==> src/rtl/core/door_drive_state_machine_unit_assert.svh <==
// ----------------------------------------------------------------------------
// Door drive assertion macros
// Shared concurrent assertion forms for the door drive block.
// ----------------------------------------------------------------------------
`ifndef DOOR_DRIVE_STATE_MACHINE_UNIT_ASSERT_SVH
`define DOOR_DRIVE_STATE_MACHINE_UNIT_ASSERT_SVH

// Same-cycle implication, disabled while reset is asserted.
`define DDSM_ASSERT_NOW(label, clk, rstn, ante, cons) \
    label: assert property (@(posedge clk) disable iff (!(rstn)) (ante) |-> (cons)) \
        else $error("door drive check failed");

// Next-cycle implication, disabled while reset is asserted.
`define DDSM_ASSERT_NEXT(label, clk, rstn, ante, cons) \
    label: assert property (@(posedge clk) disable iff (!(rstn)) (ante) |=> (cons)) \
        else $error("door drive check failed");

`endif

==> src/rtl/core/ddsm_pkg.sv <==
// ----------------------------------------------------------------------------
// Door drive package
// Phase codes, switch word layout, register map and reset values.
// ----------------------------------------------------------------------------
package ddsm_pkg;

    // Door motion phases.
    typedef enum logic [3:0] {
        PH_INIT    = 4'd0,
        PH_UNKNOWN = 4'd1,
        PH_OPEN    = 4'd2,
        PH_CLOSED  = 4'd3,
        PH_ACC_POS = 4'd4,
        PH_ACC_NEG = 4'd5,
        PH_RUN_POS = 4'd6,
        PH_RUN_NEG = 4'd7,
        PH_DEC_POS = 4'd8,
        PH_DEC_NEG = 4'd9
    } ddsm_phase_t;

    // Sampled switch levels and direction request for one tick.
    typedef struct packed {
        logic move_dir;
        logic closed_end_switch;
        logic neg_run_switch;
        logic pos_run_switch;
        logic open_end_switch;
    } ddsm_sw_t;

    localparam int SPEED_MAG_W = 15;
    localparam int OUT_SPEED_W = 16;
    localparam int PHASE_W     = 4;
    localparam int IN_DATA_W   = 8;
    localparam int OUT_DATA_W  = 24;
    localparam int APB_ADDR_W  = 3;
    localparam int APB_DATA_W  = 32;

    // Register index, taken from paddr[2].
    localparam logic REG_FULL_SPEED = 1'b0;
    localparam logic REG_SLOW_SPEED = 1'b1;

    localparam logic [SPEED_MAG_W-1:0] FULL_SPEED_RST = 15'd890;
    localparam logic [SPEED_MAG_W-1:0] SLOW_SPEED_RST = 15'd98;

endpackage

==> src/rtl/core/door_drive_state_machine_unit.sv <==
// ----------------------------------------------------------------------------
// Door drive state machine unit
// Stream front end, APB speed registers and result stage around the phase FSM.
// ----------------------------------------------------------------------------
// Usage:
//   s_* carries one word per control tick: the four limit-switch levels and
//   the direction request. m_* returns one word per input word: the new door
//   phase and the signed drive speed. Speed magnitudes come from two APB
//   registers (full speed at 0x0, slow speed at 0x4); write them only while
//   no word is in flight.
//   A word accepted on s_* passes through the input register and then the
//   phase and speed registers before m_tvalid goes high. Throughput: one
//   word per clock while m_tready does not stall the result, set by the
//   single pass through the phase transition logic.
//   The phase and speed registers double as the result register: they only
//   advance when the previous result has been taken, so a stalled m_tready
//   holds the result and fills the input register, after which s_tready
//   drops until the receiver takes the pending word.
//   Reset (aresetn low, synchronous) empties both stages, puts the phase at
//   init with zero speed and reloads the speed registers with 890 and 98.
//   The first word after reset always moves the door into homing at
//   positive full speed.
// ----------------------------------------------------------------------------
`include "door_drive_state_machine_unit_assert.svh"

module door_drive_state_machine_unit
    import ddsm_pkg::*;
#(
    parameter int SPEED_WIDTH = 16
) (
    input  logic                  aclk,
    input  logic                  aresetn,
    // Input stream
    input  logic                  s_tvalid,
    output logic                  s_tready,
    // [0] open_end_switch, [1] pos_run_switch, [2] neg_run_switch,
    // [3] closed_end_switch, [4] move_dir, [7:5] zero
    input  logic [IN_DATA_W-1:0]  s_tdata,
    // Result stream
    output logic                  m_tvalid,
    input  logic                  m_tready,
    // [3:0] door_phase, [19:4] drive_speed (signed), [23:20] zero
    output logic [OUT_DATA_W-1:0] m_tdata,
    // APB configuration
    input  logic                  psel,
    input  logic                  penable,
    input  logic                  pwrite,
    input  logic [APB_ADDR_W-1:0] paddr,
    input  logic [APB_DATA_W-1:0] pwdata,
    output logic [APB_DATA_W-1:0] prdata,
    output logic                  pready
);

    logic [SPEED_MAG_W-1:0] full_speed_reg, slow_speed_reg;
    logic                   cfg_wr;

    logic                   in_valid_reg, in_valid_next;
    ddsm_sw_t               in_sw_reg;
    logic                   out_valid_reg, out_valid_next;
    logic                   step;

    ddsm_phase_t            phase;
    logic [SPEED_WIDTH-1:0] speed;
    logic signed [31:0]     speed_ext;

    // ---------------- configuration registers ----------------
    assign pready = 1'b1;
    assign cfg_wr = psel && penable && pwrite && pready;

    always_ff @(posedge aclk) begin
        if (!aresetn) begin
            full_speed_reg <= FULL_SPEED_RST;
            slow_speed_reg <= SLOW_SPEED_RST;
        end else if (cfg_wr) begin
            if (paddr[2] == REG_FULL_SPEED) begin
                full_speed_reg <= pwdata[SPEED_MAG_W-1:0];
            end else begin
                slow_speed_reg <= pwdata[SPEED_MAG_W-1:0];
            end
        end
    end

    always_comb begin
        if (paddr[2] == REG_SLOW_SPEED) begin
            prdata = {{(APB_DATA_W-SPEED_MAG_W){1'b0}}, slow_speed_reg};
        end else begin
            prdata = {{(APB_DATA_W-SPEED_MAG_W){1'b0}}, full_speed_reg};
        end
    end

    // ---------------- handshake and stage control ----------------
    // Advance the phase machine when a word waits and the result slot is free.
    assign step     = in_valid_reg && (!out_valid_reg || m_tready);
    assign s_tready = !in_valid_reg || step;

    always_comb begin
        in_valid_next = in_valid_reg;
        if (s_tvalid && s_tready) begin
            in_valid_next = 1'b1;
        end else if (step) begin
            in_valid_next = 1'b0;
        end

        out_valid_next = out_valid_reg;
        if (step) begin
            out_valid_next = 1'b1;
        end else if (m_tready) begin
            out_valid_next = 1'b0;
        end
    end

    always_ff @(posedge aclk) begin
        if (!aresetn) begin
            in_valid_reg  <= 1'b0;
            out_valid_reg <= 1'b0;
        end else begin
            in_valid_reg  <= in_valid_next;
            out_valid_reg <= out_valid_next;
        end
    end

    // Input payload: capture on accept, no reset needed.
    always_ff @(posedge aclk) begin
        if (s_tvalid && s_tready) begin
            in_sw_reg <= s_tdata[4:0];
        end
    end

    // ---------------- phase machine ----------------
    ddsm_fsm #(
        .SPEED_WIDTH (SPEED_WIDTH)
    ) u_fsm (
        .aclk       (aclk),
        .aresetn    (aresetn),
        .step       (step),
        .sw         (in_sw_reg),
        .full_speed (full_speed_reg),
        .slow_speed (slow_speed_reg),
        .phase      (phase),
        .speed      (speed)
    );

    // Sign-extend the stored speed, then keep the low 16 bits for the port.
    assign speed_ext = 32'(signed'(speed));

    assign m_tvalid = out_valid_reg;
    assign m_tdata  = {{(OUT_DATA_W-OUT_SPEED_W-PHASE_W){1'b0}},
                       speed_ext[OUT_SPEED_W-1:0], phase};

    // ---------------- checks ----------------
    `DDSM_ASSERT_NOW(a_no_step_while_stalled, aclk, aresetn,
        out_valid_reg && !m_tready, !step)
    `DDSM_ASSERT_NEXT(a_init_left_after_step, aclk, aresetn,
        step, phase != PH_INIT)
    `DDSM_ASSERT_NOW(a_stopped_at_end, aclk, aresetn,
        phase == PH_OPEN || phase == PH_CLOSED, speed == '0)
    `DDSM_ASSERT_NEXT(a_pending_word_kept, aclk, aresetn,
        in_valid_reg && !step, in_valid_reg)

endmodule

==> src/rtl/core/ddsm_fsm.sv <==
// ----------------------------------------------------------------------------
// Door drive phase machine
// Holds the door phase and the speed command; advances once per step.
// ----------------------------------------------------------------------------
module ddsm_fsm
    import ddsm_pkg::*;
#(
    parameter int SPEED_WIDTH = 16
) (
    input  logic                   aclk,
    input  logic                   aresetn,
    input  logic                   step,
    input  ddsm_sw_t               sw,
    input  logic [SPEED_MAG_W-1:0] full_speed,
    input  logic [SPEED_MAG_W-1:0] slow_speed,
    output ddsm_phase_t            phase,
    output logic [SPEED_WIDTH-1:0] speed
);

    ddsm_phase_t            phase_reg, phase_next;
    logic [SPEED_WIDTH-1:0] speed_reg, speed_next;

    logic [31:0]            full_32, slow_32;
    logic [SPEED_WIDTH-1:0] full_pos, full_neg, slow_pos, slow_neg;

    // Bring the 15-bit magnitudes to the speed register width (wrap if narrower).
    assign full_32  = {{(32-SPEED_MAG_W){1'b0}}, full_speed};
    assign slow_32  = {{(32-SPEED_MAG_W){1'b0}}, slow_speed};
    assign full_pos = full_32[SPEED_WIDTH-1:0];
    assign slow_pos = slow_32[SPEED_WIDTH-1:0];
    assign full_neg = -full_pos;
    assign slow_neg = -slow_pos;

    always_ff @(posedge aclk) begin
        if (!aresetn) begin
            phase_reg <= PH_INIT;
            speed_reg <= '0;
        end else if (step) begin
            phase_reg <= phase_next;
            speed_reg <= speed_next;
        end
    end

    // In the moving phases, the switch test wins over the direction test.
    always_comb begin
        phase_next = phase_reg;
        speed_next = speed_reg;
        case (phase_reg)
            PH_INIT: begin
                phase_next = PH_UNKNOWN;
                speed_next = full_pos;
            end
            PH_UNKNOWN: begin
                if (sw.open_end_switch && !sw.move_dir) begin
                    phase_next = PH_OPEN;
                    speed_next = '0;
                end else if (sw.closed_end_switch && sw.move_dir) begin
                    phase_next = PH_CLOSED;
                    speed_next = '0;
                end
            end
            PH_OPEN: begin
                if (sw.move_dir) begin
                    phase_next = PH_ACC_POS;
                    speed_next = slow_pos;
                end
            end
            PH_CLOSED: begin
                if (!sw.move_dir) begin
                    phase_next = PH_ACC_NEG;
                    speed_next = slow_neg;
                end
            end
            PH_ACC_POS: begin
                if (sw.pos_run_switch) begin
                    phase_next = PH_RUN_POS;
                    speed_next = full_pos;
                end else if (!sw.move_dir) begin
                    phase_next = PH_DEC_NEG;
                    speed_next = slow_neg;
                end
            end
            PH_ACC_NEG: begin
                if (sw.neg_run_switch) begin
                    phase_next = PH_RUN_NEG;
                    speed_next = full_neg;
                end else if (sw.move_dir) begin
                    phase_next = PH_DEC_POS;
                    speed_next = slow_pos;
                end
            end
            PH_RUN_POS: begin
                if (sw.neg_run_switch) begin
                    phase_next = PH_DEC_POS;
                    speed_next = slow_pos;
                end else if (!sw.move_dir) begin
                    phase_next = PH_RUN_NEG;
                    speed_next = full_neg;
                end
            end
            PH_RUN_NEG: begin
                if (sw.pos_run_switch) begin
                    phase_next = PH_DEC_NEG;
                    speed_next = slow_neg;
                end else if (sw.move_dir) begin
                    phase_next = PH_RUN_POS;
                    speed_next = full_pos;
                end
            end
            PH_DEC_POS: begin
                if (sw.closed_end_switch) begin
                    phase_next = PH_CLOSED;
                    speed_next = '0;
                end else if (!sw.move_dir) begin
                    phase_next = PH_ACC_NEG;
                    speed_next = slow_neg;
                end
            end
            PH_DEC_NEG: begin
                if (sw.open_end_switch) begin
                    phase_next = PH_OPEN;
                    speed_next = '0;
                end else if (sw.move_dir) begin
                    phase_next = PH_ACC_POS;
                    speed_next = slow_pos;
                end
            end
            default: begin
                phase_next = phase_reg;
                speed_next = speed_reg;
            end
        endcase
    end

    assign phase = phase_reg;
    assign speed = speed_reg;

endmodule
==> config.mk <==
export PLATFORM = sky130hd
export DESIGN_NAME = door_drive_state_machine_unit
export DESIGN_NICKNAME = d
export VERILOG_FILES = /design/src/rtl/core/ddsm_pkg.sv /design/src/rtl/core/door_drive_state_machine_unit.sv /design/src/rtl/core/ddsm_fsm.sv
export VERILOG_INCLUDE_DIRS = /design/src /design/src/rtl/core
export SDC_FILE = /design/constraint.sdc
export NUM_CORES = 1
export LEC_CHECK = 0
export ABC_AREA = 1
export BUFFER_PORTS_ARGS = -buffer_cell sky130_fd_sc_hd__buf_2
export CAP_MARGIN = 15
export CELL_PAD_IN_SITES_DETAIL_PLACEMENT = 1
export CELL_PAD_IN_SITES_GLOBAL_PLACEMENT = 2
export CORE_ASPECT_RATIO = 1.5
export CORE_MARGIN = 2
export CORE_UTILIZATION = 29
export CTS_CLUSTER_DIAMETER = 120
export CTS_CLUSTER_SIZE = 8
export DETAILED_ROUTE_END_ITERATION = 10
export PLACE_DENSITY_LB_ADDON = 0.05
export RECOVER_POWER = 50
export SYNTH_ARGS = -nofsm -noshare
export SYNTH_HDL_FRONTEND = slang
export SYNTH_HIERARCHICAL = 1
export SYNTH_SLANG_ARGS = --single-unit
==> constraint.sdc <==
create_clock -name aclk -period 4.29 [get_ports aclk]
set_input_delay 0.6435 -clock aclk [delete_from_list [all_inputs] [get_ports aclk]]
set_output_delay 0.6435 -clock aclk [all_outputs]
set_load 0.02 [all_outputs]
# Yosys cells after proc, flatten, opt, wreduce, memory -nomap -nowiden
# Index checks and enable logic that the tools add are counted.
[classes] bitwise=1 n_mux=33 addsub=2 n_eq_ne=14 n_reduce_logical=19
[op_table] cell="two-way mux 16 bit" count=12
[op_table] cell="case mux 16 bit (10 select lines)" count=1
[op_table] cell="two-way mux 4 bit" count=14
[op_table] cell="case mux 4 bit (10 select lines)" count=1
[op_table] cell="negation 15 -> 16 bit" count=2
[op_table] cell="equality test 4 x 3 -> 1 bit, second input constant" count=4
[op_table] cell="two-way mux 15 bit" count=1
[op_table] cell="inequality test 3 bit, second input constant" count=4
[op_table] cell="nonzero test 10 bit" count=1
[op_table] cell="equality test 4 x 2 -> 1 bit, second input constant" count=2
[op_table] cell="equality test 4 bit, second input constant" count=2
[op_table] cell="AND reduction 7 bit" count=1
[op_table] cell="logical AND 1 bit" count=6
[op_table] cell="AND reduction 5 bit" count=1
[op_table] cell="equality test 4 x 1 -> 1 bit, second input constant" count=1
[op_table] cell="logical NOT 4 bit" count=1
[op_table] cell="two-way mux 1 bit" count=4
[op_table] cell="AND reduction 2 bit" count=2
[op_table] cell="nonzero test 2 bit" count=2
[op_table] cell="logical NOT 1 bit" count=3
[op_table] cell="inequality test 3 x 1 -> 1 bit, second input constant" count=1
[op_table] cell="logical OR 1 bit" count=2
[op_table] cell="NOT 1 bit" count=1
[totals] inputBits=50 output_inout_bits=59 elab_cells=80 ff_bits=57

# Logic depth before layout (Yosys ltp)
# Gate-level depths: netlist of the first run.
[logic_depth] depth_word=6 ltp_mapped=13 mapped_depth_nobuf=12

# Hierarchy
# Netlist of the first run, hierarchy kept.
[by_module_without_submodules] module="ddsm_fsm" n_inst=1 seq_area_each_um2=400.4 area_per_inst_um2=3001.6 cells_per_inst=601
[by_module_without_submodules] module="door_drive_state_machine_unit" n_inst=1 seq_area_each_um2=790.8 area_per_inst_um2=1791.7 cells_per_inst=259

# Worst setup path after synthesis of the first run
# No wires, ideal clock.
[synth_path] kind="input to output" startpoint="in paddr[2]" endpoint="out prdata[10]" path_buffers=1 required_ps=3647 path_stages=4 t_arrival_ps=1245 slack_ps=2402 cell_sequence="inv_2 > clkbuf_1 > nand2_1 > nand2_1"
[synth_between] elab_chain_cells=1
[synth_lines] element="from (decl)" line_no="door_drive_state_machine_unit.sv:48" rtl="input logic [APB_ADDR_W-1:0] paddr,"
[synth_lines] element="two-way mux 15 bit" line_no="door_drive_state_machine_unit.sv:84" rtl="if (paddr[2] == REG_SLOW_SPEED) begin"
[synth_lines] element="to (decl)" line_no="door_drive_state_machine_unit.sv:50" rtl="output logic [APB_DATA_W-1:0] prdata,"
# No other way between the ends.

# Worst setup path after layout of the first run
[layout_path] startpoint="in aresetn" endpoint="reg u_fsm.phase_reg[2] (netlist: u_fsm/phase[2])"
[layout_lines] element="from (decl)" line_no="door_drive_state_machine_unit.sv:32" rtl="input logic aresetn,"
[layout_lines] element="to (signal assigned)" line_no="ddsm_fsm.sv:39" rtl="phase_reg <= phase_next;"
[layout_lines] element="to (decl)" line_no="ddsm_fsm.sv:20" rtl="ddsm_phase_t phase_reg, phase_next;"
# No word-level cell between the ends.

==> impl_metrics.env, run 1 <==
export IMPL_outcome="complete, but fails checks"
export IMPL_violations="max-capacitance violations, max-slew violations"
export IMPL_yosys_area_top_type="nand2_1"
export IMPL_reg2reg_depth=10
export IMPL_finalSetupViolations=0
export IMPL_cts_buffers=9
export IMPL_fmax_mhz=325.2
export IMPL_critPathLaunch="aresetn"
export IMPL_synth_edf_count=5
export IMPL_grt_pass1_wl_um=32710
export IMPL_yosys_top_cells_area="nand2_1 23%, dfxtp_1 22%, nor2_1 11%, nand3_1 9.2%, inv_1 6.7%"
export IMPL_clk_path_buf_depth=2
export IMPL_overflow=0
export IMPL_die_area_um2=17590
export IMPL_drive_above_1_share=0.08425
export IMPL_synthCells=860
export IMPL_p_int_mw=1.046
export IMPL_pwr_share_clk=0.443
export IMPL_cp_start_kind="primary input"
export IMPL_peakVddDrop_mv=0.1533
export IMPL_fp_dieW_um=109.0
export IMPL_finalSetupTns_ns=0
export IMPL_synth_top_family_by_area="simple AND/OR/NAND/NOR gates"
export IMPL_routed_wirelength_um=21360
export IMPL_antenna_found_initial=0
export IMPL_maxSlewHeadroom=-0.1381
export IMPL_die_h_um=161.5
export IMPL_h_tree_depth=3
export IMPL_n_antenna_cell=0
export IMPL_cp_num_buf_inv=2
export IMPL_hpwlAfterDp_um=16840
export IMPL_crit_cells=3
export IMPL_ys_types=37
export IMPL_synth_xor_area_frac=0.01096
export IMPL_area_growth_pct=12.35
export IMPL_postLayoutSetupSlackWorst_ns=1.215
export IMPL_rr_startpoint="in_sw_reg[4]"
export IMPL_synthMuxAreaShare=0
export IMPL_cp_arrival_ns=3.31
export IMPL_p_seq_frac=0.391
export IMPL_slew_viol_final=34
export IMPL_path_clk_slew_ns=0.05
export IMPL_num_fill_cells=2259
export IMPL_place_ws_ns=1.397
export IMPL_cts_resized=0
export IMPL_p_switching_mw=0.4786
export IMPL_core_um2=16190
export IMPL_rsz0062_at_grt="no"
export IMPL_finalPower_mw=1.525
export IMPL_drc=0
export IMPL_synth_commonest_cells="288 x nand2_1, 135 x nor2_1, 88 x nand3_1, 86 x inv_1"
export IMPL_final_nets=961
export IMPL_yosys_warnings=6
export IMPL_power_density_nw_per_um2=283.1
export IMPL_clock_latency_ns=0.34
export IMPL_tightest_slew_ns=1.707
export IMPL_synth_flop_cell="dfxtp_1"
export IMPL_start_util=0.2961
export IMPL_critical_path_class="primary input to flop"
export IMPL_cp_max_fo=33
export IMPL_dr_pass1_iters=4
export IMPL_crit_family="buffers and inverters"
export IMPL_finClkSkew_ns=0.008033
export IMPL_synth_seq_cells=57
export IMPL_combinationalPowerShare=0.166
export IMPL_synth_avg_cell_area_um2=5.574
export IMPL_yosys_area_share_adder=0.005221
export IMPL_maxCapViolCount=1
export IMPL_syn_area_um2=4793
export IMPL_min_period_ns=3.075
export IMPL_num_io_pins=109
export IMPL_clkSinkCount=57
export IMPL_crit_slowest_cell="clkbuf_1"
export IMPL_synth_most_common_cell="nand2_1"
export IMPL_crit_end="u_fsm/phase[2]"
export IMPL_finalHoldViolations=0
export IMPL_grt_start_max_net_pins=43
export IMPL_cts_hold_buffers=0
export IMPL_cts_setup_buffers=0
export IMPL_tritoncts="done"
export IMPL_end_kind="flop"
export IMPL_r2r_slack_ns=1.47
export IMPL_drtIter0Drc=227
export IMPL_via_per_inst=5.078
export IMPL_r2r_end="u_fsm/speed[9]"
export IMPL_netlist_area_leader_share=0.2255
export IMPL_hp_class="flop to flop"
export IMPL_io_buffers=64
export IMPL_num_vias=5687
export IMPL_place_gp_congestion=0.9275
export IMPL_cts_root_buffer="clkbuf_16"
export IMPL_async_flop_share=0
export IMPL_drtAntennaViolNets=0
export IMPL_switching_share=0.3140
export IMPL_drt_wirelength_per_cell_um=19.07
export IMPL_synth_compound_area_frac=0.1284
export IMPL_yosys_area_share_simple=0.4644
export IMPL_p_leak_nw=2.621
export IMPL_fin_crit_sh=0.7169
export IMPL_fin_area_um2=5385
export IMPL_cp_data_required_time_ns=4.53
export IMPL_grtUsageTotal=0.2512
export IMPL_grt_pass1_vias=5837
export IMPL_fp_row_count=57
export IMPL_holdWs_ns=0.4801
export IMPL_placed_cell_area_um2=5139
export IMPL_yosysSeqAreaShare=0.2485
export IMPL_largest_reg_flops=16
export IMPL_crit_chain="clkbuf_1, clkinv_1, a21oi_1"
export IMPL_crit_path_max_incr_delay_ns=1.20
==> cell usage in the layout (no fill, tap or decap), types with 2 or more instances in the layout <==
cell type and count:
conb_1 22, a21boi_0 2, clkbuf_1 25, clkinv_1 2, o22ai_1 3, ha_1 2, o31ai_1 4, nand3_1 88
nand4_1 4, nand2_2 3, a21oi_1 42, edfxtp_1 5, xor2_1 6, nor2_1 135, inv_1 86, nor2_2 5
inv_2 4, nor3_1 3, nand2_1 288, o211ai_1 7, clkbuf_8 2, clkbuf_16 9, dfxtp_1 52, buf_4 3
o21ai_0 52, clkinv_2 3, nor2_4 3, nand3_2 4, buf_2 41
==> cells by family after synthesis <==
logic type,Yosys count
adders and majority gates,2
other,2
xor gates and xnor gates,6
AOI/OAI and AO/OA,114
and+or+nand+nor,538
DFF,57
buffers and inverters,141
==> worst register-to-register path, cell delays in order, from the launching register on <==
cell	delay (ns)
edfxtp_1	0.44
buf_4	0.29
nor2_1	0.20
nor2_2	0.07
nand2_1	0.05
nand2_1	0.05
nor2_1	0.12
nand2_2	0.33
nor2_1	0.78
o21ai_0	0.23
a21oi_1	0.17
==> final cells by class <==
cell class,instances,area [µm²],share of cell area
sequential,57,1191,0.2212
tap,206,257.7,0.04786
multi-input combinational,682,3002,0.5574
clock inverter,3,15.01,0.002788
clock buffer,13,260.3,0.04833
timing repair buffer,67,314.1,0.05832
inverter,92,345.3,0.06413
==> layer usage <==
layer / up-vias / global-route usage / wire, µm
li1: 2785 / - / -
met1: 2731 / 0.2610 / 7881
met2: 117 / 0.4644 / 11530
met3: 54 / 0.02865 / 621
met4: 0 / 0.1585 / 1324
met5: - / 0 / 0
==> power by group through the flow <==
stage                     Sequential [mW]  Clock, mW  Combinational, mW
after floorplan                     0.598          0              0.186
after global placement              0.607          0              0.250
after detailed placement            0.608          0              0.255
after CTS                           0.597      0.695              0.256
after global routing                0.600      0.716              0.283
final                               0.596      0.675              0.253
==> per-stage QoR <==
step,cells,utilization
final,1120,0.3326
after global routing,1120,0.3326
after detailed placement,1104,0.3174
after floorplan,880,-
after global placement,1104,0.3174
after CTS,1120,0.3344
==> how the worst min path moves through the flow <==
stage	slack [ns]	from	cells after the start	end
finish	0.48	in_valid_reg	2	m_tvalid
CTS	0.47	s_tdata[0]	1	in_sw_reg[0]
detailed placement	0.48	u_fsm/speed[12]	2	u_fsm/speed[12]
floorplan	0.45	in_valid_reg	2	m_tvalid
global placement	0.46	in_valid_reg	2	m_tvalid
global route	0.48	s_tdata[4]	1	in_sw_reg[4]
No activity file was read; power rests on OpenSTA's default activity.
==> run 2, diff against run 1 <==
--- a/config.mk
+++ b/config.mk
@@ -13,7 +13,7 @@
 export CELL_PAD_IN_SITES_GLOBAL_PLACEMENT = 2
 export CORE_ASPECT_RATIO = 1.5
 export CORE_MARGIN = 2
-export CORE_UTILIZATION = 29
+export CORE_UTILIZATION = 25
 export CTS_CLUSTER_DIAMETER = 120
 export CTS_CLUSTER_SIZE = 8
 export DETAILED_ROUTE_END_ITERATION = 10
==> constraint.sdc (replaced) <==
create_clock -name aclk -period 2.8 [get_ports aclk]
set_input_delay 0.42 -clock aclk [delete_from_list [all_inputs] [get_ports aclk]]
set_output_delay 0.42 -clock aclk [all_outputs]
set_load 0.02 [all_outputs]
==> run 2 against run 1 <==
The flow still finishes with violations (max-capacitance violations, max-slew violations). Cell count grew 5.4%. Register-to-register slack got worse by 1.1 ns. Clock-buffer cell count unchanged. Worst hold slack lost 0.23 ns. Final area increased by 3.8%. Total power increased by 67%. Routed wire length rose by 4.4%. Sequential share of layout area decreased by 0.80 points. Critical path depth increased by 5. Highest routed layer unchanged.
==> impl_metrics.env, run 2 (synthesis gave the netlist of run 1 again) <==
export IMPL_path_clk_slew_ns=0.06
export IMPL_drt_met1_wl_um=8483
export IMPL_num_fill_cells=2615
export IMPL_grt_pass1_vias=5952
export IMPL_num_vias=5664
export IMPL_hp_class="primary input to flop"
export IMPL_finClkSkew_ns=0.01147
export IMPL_crit_chain="inv_1, nand3_2, clkinv_1, nand2_1, nand2_2, nor2_1, o21ai_0, a21oi_1"
export IMPL_r2r_slack_ns=0.38
export IMPL_reg2reg_depth=8
export IMPL_tightest_slew_ns=1.604
export IMPL_n_antenna_cell=0
export IMPL_drt_wirelength_per_cell_um=18.88
export IMPL_maxCapViolCount=1
export IMPL_cp_max_fo=11
export IMPL_grtUsageTotal=0.2282
export IMPL_crit_slowest_cell="nor2_1"
export IMPL_crit_cells=8
export IMPL_hold_path_end="in_sw_reg[3]"
export IMPL_power_density_nw_per_um2=455.7
export IMPL_fin_crit_sh=0.8654
export IMPL_holdWs_ns=0.2488
export IMPL_die_h_um=173.6
export IMPL_dp_cells=1165
export IMPL_die_area_um2=20320
export IMPL_finalHoldViolations=0
export IMPL_drtIter0Drc=254
export IMPL_hpwlAfterDp_um=17640
export IMPL_cp_data_required_time_ns=3.05
export IMPL_pwr_share_clk=0.483
export IMPL_cp_num_buf_inv=2
export IMPL_outcome="complete, but fails checks"
export IMPL_core_um2=19010
export IMPL_p_switching_mw=0.7884
export IMPL_io_buffers=64
export IMPL_final_common_cell="nand2_1"
export IMPL_combinationalPowerShare=0.160
export IMPL_clkSinkCount=57
export IMPL_area_growth_pct=16.58
export IMPL_overflow=0
export IMPL_min_period_ns=2.423
export IMPL_place_gp_congestion=0.8822
export IMPL_largest_reg_flops=16
export IMPL_peakVddDrop_mv=0.2100
export IMPL_holdPathStages=1
export IMPL_top_layer="met4"
export IMPL_maxSlewHeadroom=-0.06949
export IMPL_p_seq_frac=0.357
export IMPL_rsz0062_at_grt="no"
export IMPL_start_util=0.2522
export IMPL_cts_buffers=9
export IMPL_p_leak_nw=2.719
export IMPL_r2r_end="u_fsm/speed[9]"
export IMPL_final_cells=1181
export IMPL_finalSetupTns_ns=0
export IMPL_crit_family="simple AND/OR/NAND/NOR gates"
export IMPL_drtAntennaViolNets=0
export IMPL_final_cell_mix="288 x nand2_1, 135 x nor2_1, 88 x nand3_1, 86 x inv_1"
export IMPL_cts_root_buffer="clkbuf_16"
export IMPL_clk_path_buf_depth=2
export IMPL_violations="max-capacitance violations, max-slew violations"
export IMPL_num_io_pins=109
export IMPL_fp_dieW_um=117.1
export IMPL_tritoncts="done"
export IMPL_wl_met3_um=445
export IMPL_finalSetupViolations=0
export IMPL_p_int_mw=1.758
export IMPL_wl_met2_um=12340
export IMPL_post_route_util=0.2940
export IMPL_drc=0
export IMPL_rr_startpoint="in_sw_reg[2]"
export IMPL_via_per_inst=4.796
export IMPL_grt_start_max_net_pins=43
export IMPL_cp_arrival_ns=2.68
export IMPL_cp_start_kind="flop"
export IMPL_cts_resized=0
export IMPL_dr_pass1_iters=4
export IMPL_final_nets=972
export IMPL_h_tree_depth=3
export IMPL_cts_hold_buffers=0
export IMPL_grt_pass1_wl_um=34070
export IMPL_fp_row_count=62
export IMPL_critical_path_class="flop to flop"
export IMPL_cts_setup_buffers=0
export IMPL_end_kind="flop"
export IMPL_antenna_found_initial=0
export IMPL_slew_viol_final=33
export IMPL_crit_path_max_incr_delay_ns=0.69
export IMPL_hp_start="s_tdata[3]"
export IMPL_drive_above_1_share=0.1038
export IMPL_routed_wirelength_um=22290
export IMPL_fmax_mhz=412.7
export IMPL_switching_share=0.3096
export IMPL_clock_latency_ns=0.35
run 2: final cells by class:
type,count,area (µm²),share of cell area
multi-input combinational,682,3002,0.5372
timing repair buffer,78,402.9,0.07210
clock buffer,13,281.5,0.05038
tap,256,320.3,0.05732
sequential,57,1191,0.2132
inverter,92,345.3,0.06180
clock inverter,3,45.04,0.008061
run 2: layer usage:
metal	up-vias	global-route usage
li1	2803	-
met1	2721	0.2391
met2	100	0.4364
met3	40	0.02692
met4	0	0.1054
met5	-	0
run 2: power groups by stage:
stage               Sequential (mW)  Clock (mW)  Combinational [mW]
finish                        0.909        1.23               0.407
global route                  0.914        1.30               0.455
CTS                           0.909        1.28               0.413
detailed placement            0.928           0               0.411
global placement              0.926           0               0.405
floorplan                     0.917           0               0.284
run 2: stage by stage:
step           cell area, µm²  power [mW]  setup WS [ns]
3_5_place_dp             5284       1.339         0.3340
6_report                 5588       2.547         0.3770
4_1_cts                  5610       2.598         0.3056
5_1_grt                  5588       2.671         0.1443
3_3_place_gp             5284       1.331         0.3882
2_1_floorplan            4868       1.201          1.108
run 2: how the worst max path moves through the flow:
stage                   startpoint               to  slack [ns]
floorplan           u_fsm/phase[2]  u_fsm/speed[10]        1.11
global placement      in_sw_reg[2]   u_fsm/speed[9]        0.39
detailed placement    in_sw_reg[2]   u_fsm/speed[9]        0.33
CTS                   in_sw_reg[2]   u_fsm/speed[9]        0.31
global route          in_sw_reg[2]   u_fsm/speed[9]        0.14
finish                in_sw_reg[2]   u_fsm/speed[9]        0.38
==> run 3, diff against run 2 <==
--- a/config.mk
+++ b/config.mk
@@ -12,8 +12,7 @@
 export CELL_PAD_IN_SITES_DETAIL_PLACEMENT = 1
 export CELL_PAD_IN_SITES_GLOBAL_PLACEMENT = 2
 export CORE_ASPECT_RATIO = 1.5
-export CORE_MARGIN = 2
-export CORE_UTILIZATION = 25
+export CORE_UTILIZATION = 29
 export CTS_CLUSTER_DIAMETER = 120
 export CTS_CLUSTER_SIZE = 8
 export DETAILED_ROUTE_END_ITERATION = 10
==> constraint.sdc (replaced) <==
create_clock -name aclk -period 3 [get_ports aclk]
set_input_delay 0.45 -clock aclk [delete_from_list [all_inputs] [get_ports aclk]]
set_output_delay 0.45 -clock aclk [all_outputs]
set_load 0.02 [all_outputs]
==> run 3 against run 2 <==
The run now ends clean. Routed wire length decreased by 7.2%. Core utilization increased by 4.3 points. Global-route usage increased by 2.3 points. Critical path type unchanged. Largest cell class unchanged. Largest power group unchanged. Highest routed layer unchanged.
==> impl_metrics.env, run 3 (synthesis gave the netlist of run 1 again) <==
export IMPL_place_gp_congestion=0.8800
export IMPL_end_kind="flop"
export IMPL_clk_path_buf_depth=2
export IMPL_dr_pass1_iters=6
export IMPL_h_tree_depth=3
export IMPL_peakVddDrop_mv=0.2152
export IMPL_cp_data_required_time_ns=3.25
export IMPL_cts_hold_buffers=0
export IMPL_cp_arrival_ns=2.74
export IMPL_drtAntennaViolNets=0
export IMPL_crit_chain="o21ai_0, o21ai_0, nor2_1, nand2_2, nor2_1, o21ai_0, a21oi_1"
export IMPL_path_clk_slew_ns=0.05
export IMPL_largest_reg_flops=16
export IMPL_fp_dieW_um=107.0
export IMPL_cts_setup_buffers=0
export IMPL_finClkSkew_ns=0.003566
export IMPL_finalHoldViolations=0
export IMPL_finalSetupTns_ns=0
export IMPL_io_buffers=64
export IMPL_cts_root_buffer="clkbuf_16"
export IMPL_critical_path_class="flop to flop"
export IMPL_cts_resized=0
export IMPL_fmax_mhz=401.2
export IMPL_drtIter0Drc=216
export IMPL_num_io_pins=109
export IMPL_clock_latency_ns=0.33
export IMPL_cp_common_cell="o21ai_0"
export IMPL_hp_class="primary input to flop"
export IMPL_fp_row_count=57
export IMPL_die_h_um=159.5
export IMPL_outcome="finished, final reports clean"
export IMPL_final_cell_mix="288 x nand2_1, 135 x nor2_1, 88 x nand3_1, 86 x inv_1"
export IMPL_n_antenna_cell=0
export IMPL_cts_buffers=9
export IMPL_grt_pass1_vias=5806
export IMPL_hpwlAfterDp_um=16440
export IMPL_cp_start_kind="flop"
export IMPL_fin_area_um2=5451
export IMPL_area_growth_pct=13.73
export IMPL_placed_cell_area_um2=5184
export IMPL_core_um2=16190
export IMPL_final_common_cell="nand2_1"
export IMPL_clkSinkCount=57
export IMPL_tritoncts="done"
export IMPL_antenna_found_initial=0
export IMPL_via_per_inst=5.028
export IMPL_start_util=0.2961
export IMPL_rsz0062_at_grt="no"
export IMPL_grt_pass1_wl_um=32090
export IMPL_crit_path_max_incr_delay_ns=0.60
export IMPL_maxSlewHeadroom=0.4855
export IMPL_num_vias=5661
export IMPL_drc=0
export IMPL_tightest_slew_ns=0.7690
export IMPL_fin_crit_sh=0.8309
export IMPL_maxCapViolCount=0
export IMPL_power_density_nw_per_um2=407.7
export IMPL_drt_wirelength_per_cell_um=18.38
export IMPL_slew_viol_final=0
export IMPL_routed_wirelength_um=20690
export IMPL_finalSetupViolations=0
export IMPL_min_period_ns=2.493
export IMPL_grtUsageTotal=0.2509
export IMPL_cp_max_fo=11
export IMPL_cp_num_buf_inv=0
export IMPL_die_area_um2=17060
export IMPL_crit_slowest_cell="nor2_1"
export IMPL_grt_start_max_net_pins=43
export IMPL_final_nets=967
export IMPL_overflow=0
export IMPL_p_leak_nw=2.675
export IMPL_drive_above_1_share=0.09565
export IMPL_crit_family="compound AO/OA/AOI/OAI gates"
-- run 3: cell count changes in the layout (fill, tap and decap cells not counted), sizes merged --
cell      change
buf           -8
clkbuf        +4
clkinv        +2
clkinvlp      -2
bufinv        -1
-- run 3: per-layer routing --
metal / track usage / wire length (µm) / up-vias
met5: 0 / 0 / -
met4: 0.1569 / 1223 / 0
met3: 0.02824 / 393 / 46
met2: 0.4692 / 11160 / 104
met1: 0.2595 / 7919 / 2722
li1: - / - / 2789
-- run 3: cell type report --
| cell class | count | area, µm² |
|---|---|---|
| inverters | 92 | 345.3 |
| clock buffers | 14 | 284.0 |
| multi-input cells | 682 | 3002 |
| clock inverters | 2 | 10.01 |
| well taps | 206 | 257.7 |
| fillers | 2245 | 10740 |
| flip-flops and latches | 57 | 1191 |
| repair buffers | 73 | 361.6 |
-- run 3: where the power goes --
group | switching [mW] | leakage, nW | total (mW) | internal (mW)
logic | 0.269 | 2.05 | 0.369 | 0.0998
registers | 0.0477 | 0.472 | 0.848 | 0.800
clock network | 0.360 | 0.149 | 1.01 | 0.646
-- run 3: path summary, 6_finish.rpt --
path | startpoint | endpoint | slack (ns) | depth (start not counted)
hold / removal | s_tdata[0] | in_sw_reg[0] | 0.29 | 1
hold reg to reg | in_valid_reg | m_tvalid | 0.48 | 2
setup / recovery | u_fsm/phase[1] | u_fsm/speed[9] | 0.51 | 7
setup reg to reg | u_fsm/phase[1] | u_fsm/speed[9] | 0.51 | 7
-- run 3: per-stage QoR --
stage	hold slack [ns]	total power, mW	cells	util	setup WS, ns
after floorplan	0.4473	1.121	880	-	1.308
after global placement	0.4603	1.229	1110	0.3202	0.5440
after detailed placement	0.4765	1.238	1110	0.3202	0.5107
after CTS	0.2764	2.259	1126	0.3384	0.4548
after global routing	0.2784	2.326	1126	0.3367	0.3051
final	0.2910	2.223	1126	0.3367	0.5072
